[src/plcm_pkg.sv]
// ----------------------------------------------------------------------------
// plcm_pkg
// Shared types and constants for the piecewise-linear color ramp.
// ----------------------------------------------------------------------------
`default_nettype none

package plcm_pkg;

  localparam int unsigned CHAN_W     = 8;
  localparam int unsigned NUM_CHAN   = 4;
  localparam int unsigned KNOT_REGS  = 7;
  localparam int unsigned PROD_W     = 2 * CHAN_W;
  localparam int unsigned QUO_STEPS  = CHAN_W;
  localparam int unsigned CNT_W      = 3;
  localparam int unsigned CFG_IDX_W  = 3;
  localparam int unsigned CFG_DATA_W = 5 * CHAN_W;
  localparam int unsigned FIFO_DEPTH = 4;

  // channel lanes
  localparam int unsigned CH_RED   = 0;
  localparam int unsigned CH_GREEN = 1;
  localparam int unsigned CH_BLUE  = 2;
  localparam int unsigned CH_ALPHA = 3;

  // register indexes
  localparam logic [CFG_IDX_W-1:0] REG_KNOT_COUNT = 3'd0;
  localparam logic [CFG_IDX_W-1:0] REG_KNOT_FIRST = 3'd1;

  localparam logic [CNT_W-1:0] COUNT_RESET = 3'd2;
  localparam logic [CNT_W-1:0] COUNT_MIN   = 3'd2;

  typedef logic [CHAN_W-1:0] chan_t;
  typedef logic [NUM_CHAN-1:0][CHAN_W-1:0] chans_t;

  typedef struct packed {
    chan_t pos;
    chan_t red;
    chan_t green;
    chan_t blue;
    chan_t alpha;
  } knot_t;

  localparam knot_t KNOT0_RESET = '{pos: 8'h00, red: 8'h00, green: 8'h00, blue: 8'h00,
                                    alpha: 8'hFF};
  localparam knot_t KNOT1_RESET = '{pos: 8'hFF, red: 8'hFF, green: 8'hFF, blue: 8'hFF,
                                    alpha: 8'hFF};
  localparam knot_t KNOT_CLEAR  = '{pos: 8'h00, red: 8'h00, green: 8'h00, blue: 8'h00,
                                    alpha: 8'h00};

  // queued word: base color, sign of the step, numerator and divisor
  typedef struct packed {
    chans_t                           base;
    logic [NUM_CHAN-1:0]              neg;
    logic [NUM_CHAN-1:0][PROD_W-1:0]  prod;
    chan_t                            den;
  } work_t;

  // state of one quotient stage
  typedef struct packed {
    logic [NUM_CHAN-1:0][PROD_W-1:0]  rem;
    chans_t                           quo;
    chans_t                           base;
    logic [NUM_CHAN-1:0]              neg;
    chan_t                            den;
  } div_t;

  typedef struct packed {
    logic full;
    logic empty;
  } q_status_t;

endpackage

`default_nettype wire

[src/plcm_if.sv]
// ----------------------------------------------------------------------------
// plcm_if
// Valid/ready channels for level words in and color words out.
// ----------------------------------------------------------------------------
`default_nettype none

interface plcm_in_if;
  logic       valid;
  logic       ready;
  logic [7:0] level;

  modport source (output valid, output level, input ready);
  modport sink   (input valid, input level, output ready);
endinterface

interface plcm_out_if;
  logic       valid;
  logic       ready;
  logic [7:0] red;
  logic [7:0] green;
  logic [7:0] blue;
  logic [7:0] alpha;

  modport source (output valid, output red, output green, output blue, output alpha,
                  input ready);
  modport sink   (input valid, input red, input green, input blue, input alpha,
                  output ready);
endinterface

`default_nettype wire

[src/plcm_front.sv]
// ----------------------------------------------------------------------------
// plcm_front
// Accepts levels, picks the segment or clamp knot, forms the scaled step.
// ----------------------------------------------------------------------------
`default_nettype none

module plcm_front #(
  parameter int unsigned NUM_KNOTS = 7
) (
  input  logic                                clk,
  input  logic                                rst_n,
  plcm_in_if.sink                             in_ch,
  input  logic [plcm_pkg::CNT_W-1:0]          knot_count_i,
  input  plcm_pkg::knot_t                     knots_i [NUM_KNOTS],
  input  plcm_pkg::q_status_t                 q_status_i,
  output logic                                push_o,
  output plcm_pkg::work_t                     work_o
);

  localparam int unsigned KIDX_W = $clog2(NUM_KNOTS);
  localparam logic [plcm_pkg::CNT_W-1:0] NK = plcm_pkg::CNT_W'(NUM_KNOTS);
  localparam logic [KIDX_W-1:0] KIDX_MAX = KIDX_W'(NUM_KNOTS - 1);

  function automatic plcm_pkg::chans_t knot_chans(input plcm_pkg::knot_t k);
    plcm_pkg::chans_t c;
    c[plcm_pkg::CH_RED]   = k.red;
    c[plcm_pkg::CH_GREEN] = k.green;
    c[plcm_pkg::CH_BLUE]  = k.blue;
    c[plcm_pkg::CH_ALPHA] = k.alpha;
    return c;
  endfunction

  logic                          s1_valid_r;
  plcm_pkg::chan_t               s1_level_r;
  logic [KIDX_W-1:0]             s1_k_r;
  logic                          s1_clamp_r;

  logic [plcm_pkg::CNT_W-1:0]    n_eff;
  logic [KIDX_W-1:0]             last;
  logic [KIDX_W-1:0]             k_nxt;
  logic                          clamp_nxt;

  assign in_ch.ready = !s1_valid_r || !q_status_i.full;
  assign push_o      = s1_valid_r && !q_status_i.full;

  // classify: clamp high, clamp low, or the last knot at or below the level
  always_comb begin
    logic [KIDX_W-1:0] seg_k;
    n_eff = (knot_count_i < plcm_pkg::COUNT_MIN) ? plcm_pkg::COUNT_MIN : knot_count_i;
    if (n_eff > NK) begin
      n_eff = NK;
    end
    last  = KIDX_W'(n_eff - 3'd1);
    seg_k = '0;
    for (int i = 0; i < NUM_KNOTS - 1; i++) begin
      if ((KIDX_W'(i) < last) && (knots_i[i].pos <= in_ch.level)) begin
        seg_k = KIDX_W'(i);
      end
    end
    if (in_ch.level >= knots_i[last].pos) begin
      k_nxt     = last;
      clamp_nxt = 1'b1;
    end else if (in_ch.level < knots_i[0].pos) begin
      k_nxt     = '0;
      clamp_nxt = 1'b1;
    end else begin
      k_nxt     = seg_k;
      clamp_nxt = 1'b0;
    end
  end

  always_ff @(posedge clk) begin
    if (!rst_n) begin
      s1_valid_r <= 1'b0;
    end else if (in_ch.ready) begin
      s1_valid_r <= in_ch.valid;
    end
  end

  always_ff @(posedge clk) begin
    if (in_ch.ready && in_ch.valid) begin
      s1_level_r <= in_ch.level;
      s1_k_r     <= k_nxt;
      s1_clamp_r <= clamp_nxt;
    end
  end

  // fetch both knots and scale the color step by the offset into the segment
  always_comb begin
    plcm_pkg::knot_t   ka;
    plcm_pkg::knot_t   kb;
    logic [KIDX_W-1:0] kb_idx;
    plcm_pkg::chans_t  ca;
    plcm_pkg::chans_t  cb;
    plcm_pkg::chan_t   t;
    plcm_pkg::chan_t   mag;
    kb_idx = (s1_k_r == KIDX_MAX) ? s1_k_r : s1_k_r + 1'b1;
    ka     = knots_i[s1_k_r];
    kb     = knots_i[kb_idx];
    ca     = knot_chans(ka);
    cb     = knot_chans(kb);
    t      = s1_level_r - ka.pos;
    work_o.base = ca;
    work_o.den  = s1_clamp_r ? 8'd1 : (kb.pos - ka.pos);
    for (int ch = 0; ch < plcm_pkg::NUM_CHAN; ch++) begin
      work_o.neg[ch] = cb[ch] < ca[ch];
      mag = work_o.neg[ch] ? (ca[ch] - cb[ch]) : (cb[ch] - ca[ch]);
      work_o.prod[ch] = s1_clamp_r ? '0
                      : plcm_pkg::PROD_W'(mag) * plcm_pkg::PROD_W'(t);
    end
  end

endmodule

`default_nettype wire

[src/plcm_fifo.sv]
// ----------------------------------------------------------------------------
// plcm_fifo
// Short queue between the front and back ends.
// ----------------------------------------------------------------------------
`default_nettype none

module plcm_fifo (
  input  logic                clk,
  input  logic                rst_n,
  input  logic                push_i,
  input  plcm_pkg::work_t     wdata_i,
  input  logic                pop_i,
  output plcm_pkg::work_t     rdata_o,
  output plcm_pkg::q_status_t status_o
);

  localparam int unsigned PTR_W = $clog2(plcm_pkg::FIFO_DEPTH);
  localparam int unsigned CNT_W = $clog2(plcm_pkg::FIFO_DEPTH + 1);
  localparam logic [CNT_W-1:0] DEPTH = CNT_W'(plcm_pkg::FIFO_DEPTH);

  plcm_pkg::work_t  mem_r [plcm_pkg::FIFO_DEPTH];
  logic [PTR_W-1:0] wr_ptr_r;
  logic [PTR_W-1:0] rd_ptr_r;
  logic [CNT_W-1:0] count_r;
  logic             do_push;
  logic             do_pop;

  assign status_o.full  = (count_r == DEPTH);
  assign status_o.empty = (count_r == '0);
  assign do_push = push_i && !status_o.full;
  assign do_pop  = pop_i && !status_o.empty;
  assign rdata_o = mem_r[rd_ptr_r];

  always_ff @(posedge clk) begin
    if (!rst_n) begin
      wr_ptr_r <= '0;
      rd_ptr_r <= '0;
      count_r  <= '0;
    end else begin
      if (do_push) begin
        wr_ptr_r <= wr_ptr_r + 1'b1;
      end
      if (do_pop) begin
        rd_ptr_r <= rd_ptr_r + 1'b1;
      end
      if (do_push && !do_pop) begin
        count_r <= count_r + 1'b1;
      end else if (do_pop && !do_push) begin
        count_r <= count_r - 1'b1;
      end
    end
  end

  always_ff @(posedge clk) begin
    if (do_push) begin
      mem_r[wr_ptr_r] <= wdata_i;
    end
  end

endmodule

`default_nettype wire

[src/plcm_back.sv]
// ----------------------------------------------------------------------------
// plcm_back
// Pipelined floor division, one quotient bit per stage, and output register.
// ----------------------------------------------------------------------------
`default_nettype none

module plcm_back (
  input  logic                clk,
  input  logic                rst_n,
  input  plcm_pkg::q_status_t q_status_i,
  input  plcm_pkg::work_t     work_i,
  output logic                pop_o,
  plcm_out_if.source          out_ch
);

  localparam int unsigned STEPS = plcm_pkg::QUO_STEPS;

  function automatic plcm_pkg::div_t div_load(input plcm_pkg::work_t w);
    plcm_pkg::div_t s;
    s.rem  = w.prod;
    s.quo  = '0;
    s.base = w.base;
    s.neg  = w.neg;
    s.den  = w.den;
    return s;
  endfunction

  // restoring step: try the divisor shifted to quotient bit b
  function automatic plcm_pkg::div_t div_step(input plcm_pkg::div_t s, input int b);
    plcm_pkg::div_t               r;
    logic [plcm_pkg::PROD_W-1:0]  ds;
    r  = s;
    ds = plcm_pkg::PROD_W'(s.den) << b;
    for (int ch = 0; ch < plcm_pkg::NUM_CHAN; ch++) begin
      if (s.rem[ch] >= ds) begin
        r.rem[ch]    = s.rem[ch] - ds;
        r.quo[ch][b] = 1'b1;
      end
    end
    return r;
  endfunction

  // falling step rounds toward minus infinity: subtract one more on a remainder
  function automatic plcm_pkg::chans_t div_finish(input plcm_pkg::div_t s);
    plcm_pkg::chans_t c;
    for (int ch = 0; ch < plcm_pkg::NUM_CHAN; ch++) begin
      c[ch] = s.neg[ch]
            ? s.base[ch] - s.quo[ch] - plcm_pkg::CHAN_W'(s.rem[ch] != '0)
            : s.base[ch] + s.quo[ch];
    end
    return c;
  endfunction

  plcm_pkg::div_t    st_r [STEPS+1];
  logic [STEPS:0]    vld_r;
  logic              out_valid_r;
  plcm_pkg::chans_t  res_r;
  logic              adv;

  assign adv   = !out_valid_r || out_ch.ready;
  assign pop_o = adv && !q_status_i.empty;

  assign out_ch.valid = out_valid_r;
  assign out_ch.red   = res_r[plcm_pkg::CH_RED];
  assign out_ch.green = res_r[plcm_pkg::CH_GREEN];
  assign out_ch.blue  = res_r[plcm_pkg::CH_BLUE];
  assign out_ch.alpha = res_r[plcm_pkg::CH_ALPHA];

  always_ff @(posedge clk) begin
    if (!rst_n) begin
      vld_r       <= '0;
      out_valid_r <= 1'b0;
    end else if (adv) begin
      vld_r       <= {vld_r[STEPS-1:0], pop_o};
      out_valid_r <= vld_r[STEPS];
    end
  end

  // advance the whole pipe together; hold everything while the output stalls
  always_ff @(posedge clk) begin
    if (adv) begin
      st_r[0] <= div_load(work_i);
      for (int j = 0; j < STEPS; j++) begin
        st_r[j+1] <= div_step(st_r[j], STEPS - 1 - j);
      end
      res_r <= div_finish(st_r[STEPS]);
    end
  end

endmodule

`default_nettype wire

[src/piecewise_linear_colormap.sv]
// ----------------------------------------------------------------------------
// piecewise_linear_colormap
// Maps an 8-bit level to RGBA by interpolating between configured knots.
// ----------------------------------------------------------------------------
//  port     | dir | handshake   | word
//  ---------+-----+-------------+-------------------------------------------
//  in_ch    | in  | valid/ready | level[7:0]
//  out_ch   | out | valid/ready | red, green, blue, alpha [7:0] each
//  cfg_*    | in  | cfg_we only | cfg_index[2:0], cfg_data[39:0]
//
//  One word accepted per clock while not stalled; each result passes through
//  the eight-stage quotient pipeline in the back end.
//  Reset is synchronous; knots take their power-on values at once, no sweep.
//  An output stall freezes the back end; the four-word queue absorbs the
//  front end's words until full, then in_ch.ready drops.
// ----------------------------------------------------------------------------
`default_nettype none

module piecewise_linear_colormap #(
  parameter int unsigned MAX_KNOTS = 7
) (
  input  logic                                 clk,
  input  logic                                 rst_n,
  plcm_in_if.sink                              in_ch,
  plcm_out_if.source                           out_ch,
  input  logic                                 cfg_we,
  input  logic [plcm_pkg::CFG_IDX_W-1:0]       cfg_index,
  input  logic [plcm_pkg::CFG_DATA_W-1:0]      cfg_data
);

  localparam int unsigned NUM_KNOTS =
    (MAX_KNOTS < plcm_pkg::KNOT_REGS) ? MAX_KNOTS : plcm_pkg::KNOT_REGS;

  logic [plcm_pkg::CNT_W-1:0] knot_count_r;
  plcm_pkg::knot_t            knots_r [NUM_KNOTS];

  logic                       push;
  logic                       pop;
  plcm_pkg::work_t            push_data;
  plcm_pkg::work_t            head_data;
  plcm_pkg::q_status_t        q_status;

  always_ff @(posedge clk) begin
    if (!rst_n) begin
      knot_count_r <= plcm_pkg::COUNT_RESET;
      for (int i = 0; i < NUM_KNOTS; i++) begin
        knots_r[i] <= (i == 0) ? plcm_pkg::KNOT0_RESET
                    : (i == 1) ? plcm_pkg::KNOT1_RESET
                    : plcm_pkg::KNOT_CLEAR;
      end
    end else if (cfg_we) begin
      if (cfg_index == plcm_pkg::REG_KNOT_COUNT) begin
        knot_count_r <= cfg_data[plcm_pkg::CNT_W-1:0];
      end
      // drop writes to knots beyond the stored ones
      for (int i = 0; i < NUM_KNOTS; i++) begin
        if (cfg_index == plcm_pkg::REG_KNOT_FIRST + plcm_pkg::CFG_IDX_W'(i)) begin
          knots_r[i] <= cfg_data;
        end
      end
    end
  end

  plcm_front #(
    .NUM_KNOTS (NUM_KNOTS)
  ) u_front (
    .clk          (clk),
    .rst_n        (rst_n),
    .in_ch        (in_ch),
    .knot_count_i (knot_count_r),
    .knots_i      (knots_r),
    .q_status_i   (q_status),
    .push_o       (push),
    .work_o       (push_data)
  );

  plcm_fifo u_fifo (
    .clk      (clk),
    .rst_n    (rst_n),
    .push_i   (push),
    .wdata_i  (push_data),
    .pop_i    (pop),
    .rdata_o  (head_data),
    .status_o (q_status)
  );

  plcm_back u_back (
    .clk        (clk),
    .rst_n      (rst_n),
    .q_status_i (q_status),
    .work_i     (head_data),
    .pop_o      (pop),
    .out_ch     (out_ch)
  );

endmodule

`default_nettype wire

[src/flat_wrapper.sv]
// flat-port wrapper written by rule: the top's interface ports become plain ports
module piecewise_linear_colormap_flat 
#(
  parameter int unsigned MAX_KNOTS = 7
)
  (clk, rst_n, cfg_we, cfg_index, cfg_data, in_ch_valid, in_ch_level, in_ch_ready, out_ch_valid, out_ch_red, out_ch_green, out_ch_blue, out_ch_alpha, out_ch_ready);
  plcm_in_if in_ch_i ();
  plcm_out_if out_ch_i ();
  input  logic clk;
  input  logic rst_n;
  input  logic cfg_we;
  input  logic [plcm_pkg::CFG_IDX_W-1:0] cfg_index;
  input  logic [plcm_pkg::CFG_DATA_W-1:0] cfg_data;
  input wire logic [$bits(in_ch_i.valid)-1:0] in_ch_valid;
  input wire logic [$bits(in_ch_i.level)-1:0] in_ch_level;
  output wire logic [$bits(in_ch_i.ready)-1:0] in_ch_ready;
  output wire logic [$bits(out_ch_i.valid)-1:0] out_ch_valid;
  output wire logic [$bits(out_ch_i.red)-1:0] out_ch_red;
  output wire logic [$bits(out_ch_i.green)-1:0] out_ch_green;
  output wire logic [$bits(out_ch_i.blue)-1:0] out_ch_blue;
  output wire logic [$bits(out_ch_i.alpha)-1:0] out_ch_alpha;
  input wire logic [$bits(out_ch_i.ready)-1:0] out_ch_ready;
  assign in_ch_i.valid = in_ch_valid;
  assign in_ch_i.level = in_ch_level;
  assign in_ch_ready = in_ch_i.ready;
  assign out_ch_valid = out_ch_i.valid;
  assign out_ch_red = out_ch_i.red;
  assign out_ch_green = out_ch_i.green;
  assign out_ch_blue = out_ch_i.blue;
  assign out_ch_alpha = out_ch_i.alpha;
  assign out_ch_i.ready = out_ch_ready;
  piecewise_linear_colormap #(.MAX_KNOTS(MAX_KNOTS)) u_core (.clk(clk), .rst_n(rst_n), .in_ch(in_ch_i), .out_ch(out_ch_i), .cfg_we(cfg_we), .cfg_index(cfg_index), .cfg_data(cfg_data));
endmodule
[config.mk]
export PLATFORM = sky130hd
export DESIGN_NAME = piecewise_linear_colormap_flat
export DESIGN_NICKNAME = d
export VERILOG_FILES = /design/src/plcm_pkg.sv /design/src/plcm_if.sv /design/src/plcm_front.sv /design/src/plcm_fifo.sv /design/src/plcm_back.sv /design/src/piecewise_linear_colormap.sv /design/src/flat_wrapper.sv
export SDC_FILE = /design/constraint.sdc
export NUM_CORES = 2
export LEC_CHECK = 0
export ABC_CLOCK_PERIOD_IN_PS = 48500
export BUFFER_PORTS_ARGS = -buffer_cell sky130_fd_sc_hd__buf_4
export CORE_AREA = 2 2 410 412
export CTS_BUF_LIST = sky130_fd_sc_hd__clkbuf_8
export CTS_CLUSTER_DIAMETER = 100
export DETAILED_ROUTE_END_ITERATION = 12
export DIE_AREA = 0 0 412 414
export GPL_TIMING_DRIVEN = 0
export MAX_ROUTING_LAYER = met4
export PLACE_DENSITY = 0.74
export SLEW_MARGIN = 5
export SYNTH_ARGS = -nofsm -noshare
export SYNTH_HDL_FRONTEND = slang
export SYNTH_SLANG_ARGS = --single-unit
[constraint.sdc]
create_clock -name clk -period 48.5 [get_ports clk]
set_input_delay 4.85 -clock clk [delete_from_list [all_inputs] [get_ports clk]]
set_output_delay 4.85 -clock clk [all_outputs]
set_load 0.02 [all_outputs]
==> flow_metrics.env <==
export IMPL_synth_seq_cells=1887
export IMPL_vias=66888
export IMPL_die_area_sq_um=170600
export IMPL_cts_tree="done"
export IMPL_grt_pass1_wl_microns=388200
export IMPL_worstPathRequired_ns=49.21
export IMPL_yosys_warnings=0
export IMPL_reg2regPathDepth=29
export IMPL_place_worst_setup_slack_ns=38.08
export IMPL_synth_most_common_cell="edfxtp_1"
export IMPL_netlist_instances=8404
export IMPL_path_class="reg2reg"
export IMPL_htree_levels=5
export IMPL_syn_avg_cell_area_sq_um=11.78
export IMPL_cp_max_fo=10
export IMPL_hold_viol=0
export IMPL_start_util_pct=59.52
export IMPL_wire_per_inst_microns=22.75
export IMPL_timing_rr_start="u_core.u_front.s1_k_r[0]"
export IMPL_overflow=0
export IMPL_io_pins=90
export IMPL_outcome="finished clean"
export IMPL_dp_hpwl_microns=193500
export IMPL_rows=150
export IMPL_via_per_inst=5.943
export IMPL_slowest_stage="mux2i_1"
export IMPL_final_cell_count_no_fill=11255
export IMPL_synth_ff_type="edfxtp_1"
export IMPL_tightest_slew_ns=1.426
export IMPL_cts_sinks=1887
export IMPL_drc_errors=0
export IMPL_syn2layout_area_growth_pct=9.844
export IMPL_setup_tns_final_ns=0
export IMPL_numCtsBuffers=317
export IMPL_portBuffers=83
export IMPL_netlist_area_sq_um=98970
export IMPL_slew_viol_final=0
export IMPL_fmax_mhz=91.55
export IMPL_finalSetupViolations=0
export IMPL_syn_nets=9272
export IMPL_synth_area_leaders="edfxtp_1, ha_1, dfxtp_1"
export IMPL_crit_buf_inv=7
export IMPL_gp_congestion=1.013
export IMPL_cts_root_buf="clkbuf_8"
export IMPL_dp_cells=10712
export IMPL_final_setup_skew_ns=0.1189
export IMPL_ys_seq_area_share_pct=54.19
export IMPL_synth_cell_types=92
export IMPL_worstSkewPairLatency_ns=1.07
export IMPL_final_layout_size_suffix_gt1_share_pct=9.616
export IMPL_slew_headroom_pct=2.212
export IMPL_crit_path_end_kind="register"
export IMPL_finalWorstSetupSlack_ns=37.58
export IMPL_synth_edf_count=1584
export IMPL_max_clock_path_buffers=4
export IMPL_worstSetupStartpoint="u_core.u_front.s1_k_r[0]"
export IMPL_r2r_end="u_core.u_fifo.mem_r[1][70]"
export IMPL_nFillCells=12565
export IMPL_synth_area_leader_cell="edfxtp_1"
export IMPL_hold_class="reg2reg"
export IMPL_rrSetupSlack_ns=37.58
export IMPL_drtIter0Drc=6172
export IMPL_fin_nets=9695
export IMPL_maxCapViolations=0
export IMPL_fin_crit_sh_pct=22.52
export IMPL_die_x_microns=412
export IMPL_slowest_delay_ns=1.16
export IMPL_rsz0062_at_grt="false"
export IMPL_cp_depth=29
export IMPL_grtUsageTotal_pct=31.00
export IMPL_coreArea_sq_um=166300
export IMPL_cp_start_kind="register"
export IMPL_crit_family="adder cells"
export IMPL_die_y_microns=414
export IMPL_cts_resized=0
export IMPL_path_clk_slew_ns=0.06
export IMPL_drtAntennaViolNets=0
export IMPL_routed_wl_microns=256100
export IMPL_grt_max_degree=113
export IMPL_arrival_ns=11.64
export IMPL_firstDrtPassIters=6
export IMPL_synth_top_area_share_pct=48.06
export IMPL_fin_crit_ns=10.92
export IMPL_grt_pass1_vias=65808
export IMPL_postCtsHoldBufs=0
export IMPL_async_reset_ff_share_pct=0
export IMPL_postCtsSetupBuffers=0
export IMPL_antenna_found_initial=11
export IMPL_worstSetupEndpoint="u_core.u_fifo.mem_r[1][70]"
export IMPL_synth_common_cells="edfxtp_1, nand2_1, nor2_1"
## metal layers
metal	track usage (%)	share of wire (%)	vias to the layer above
li1	-	-	31090
met1	39.06	40	32421
met2	48.86	47	2663
met3	5.444	7.4	714
met4	14.72	5.2	0
met5	-	0	-
## per-stage QoR
stage | hold slack, ns | cell area [sq um] | utilization (%)
floorplan | 0.4003 | 98970 | -
global placement | 0.4002 | 102400 | 61.55
detailed placement | 0.4045 | 102900 | 61.89
CTS | 0.3953 | 108700 | 65.35
global route | 0.3894 | 108700 | 65.38
finish | 0.3879 | 108700 | 65.38
## worst register-to-register path: cells and delay by family, from the launching register on
family	cells	cell delay [ns]
compound gates	7	1.72
xor+xnor	2	1.34
fa+ha+maj	7	2.87
buf+inv	7	2.13
flops	1	0.40
mux	2	1.40
simple gates	4	0.76
## layout make-up
class / count / area (sq um) / share of cell area (%)
clock buffers: 337 / 4638 / 4.266
diodes: 14 / 35.03 / 0.03223
clock inverters: 192 / 1115 / 1.025
repair buffers: 104 / 1169 / 1.075
multi-input cells: 5661 / 42100 / 38.72
inverters: 565 / 2126 / 1.955
flip-flops and latches: 1887 / 53630 / 49.33
plain buffers: 291 / 1147 / 1.055
well taps: 2204 / 2758 / 2.537
## sequential cells by signal, summed over array words and instances (netlist names), 8 cells and up, named ones only
signal	cells
u_core.knots_r	280
u_core.u_back.out_ch.blue	8
u_core.u_fifo.mem_r	432
u_core.u_front.s1_level_r	8
u_core.u_back.vld_r	9
u_core.u_back.out_ch.green	8
u_core.u_back.st_r	1108
u_core.u_back.out_ch.red	8
u_core.u_back.out_ch.alpha	8
## how the worst min path moves through the flow
stage	from	to	slack, ns	depth (start not counted)
after floorplan	u_core.u_back.st_r[0][860]	u_core.u_back.st_r[0][1000]	0.40	0
after global placement	u_core.u_back.st_r[0][997]	u_core.u_back.st_r[0][1137]	0.40	0
after detailed placement	u_core.u_back.st_r[0][863]	u_core.u_back.st_r[0][1003]	0.40	0
after CTS	u_core.u_back.st_r[0][171]	u_core.u_back.st_r[0][311]	0.40	0
after global routing	u_core.u_back.st_r[0][291]	u_core.u_back.st_r[0][431]	0.39	0
final	u_core.u_back.st_r[0][171]	u_core.u_back.st_r[0][311]	0.39	0
## cell families (layout without fill, tap and decap cells)
family	Yosys count	count (layout)	share of synthesized area, %
AOI/OAI and AO/OA	1543	1543	9.848
xor gates and xnor gates	366	366	3.246
adders and majority gates	812	812	11.77
buffers and inverters	856	1489	3.302
DFF	1887	1887	54.19
muxes	344	344	5.681
other	0	14	0
and+or+nand+nor	2596	2596	11.96
## placed cells by master (no fill, tap or decap), drive strengths merged, types with 92 or more instances in the layout
cell type and n:
xnor2 182, inv 646, nor2b 131, edfxtp 1584
fa 199, ha 613, clkbuf 561, nand3 148
mux4 169, a21o 125, nor3 115, xor2 184
dfxtp 303, clkinv 92, nand2 1048, a21oi 438
o21ai 359, a21boi 272, mux2i 123, nor2 687
buf 171
Power is left out: the tool's default activity adds up to more than one toggle a clock period on the data nets, which glitch-free logic cannot reach.
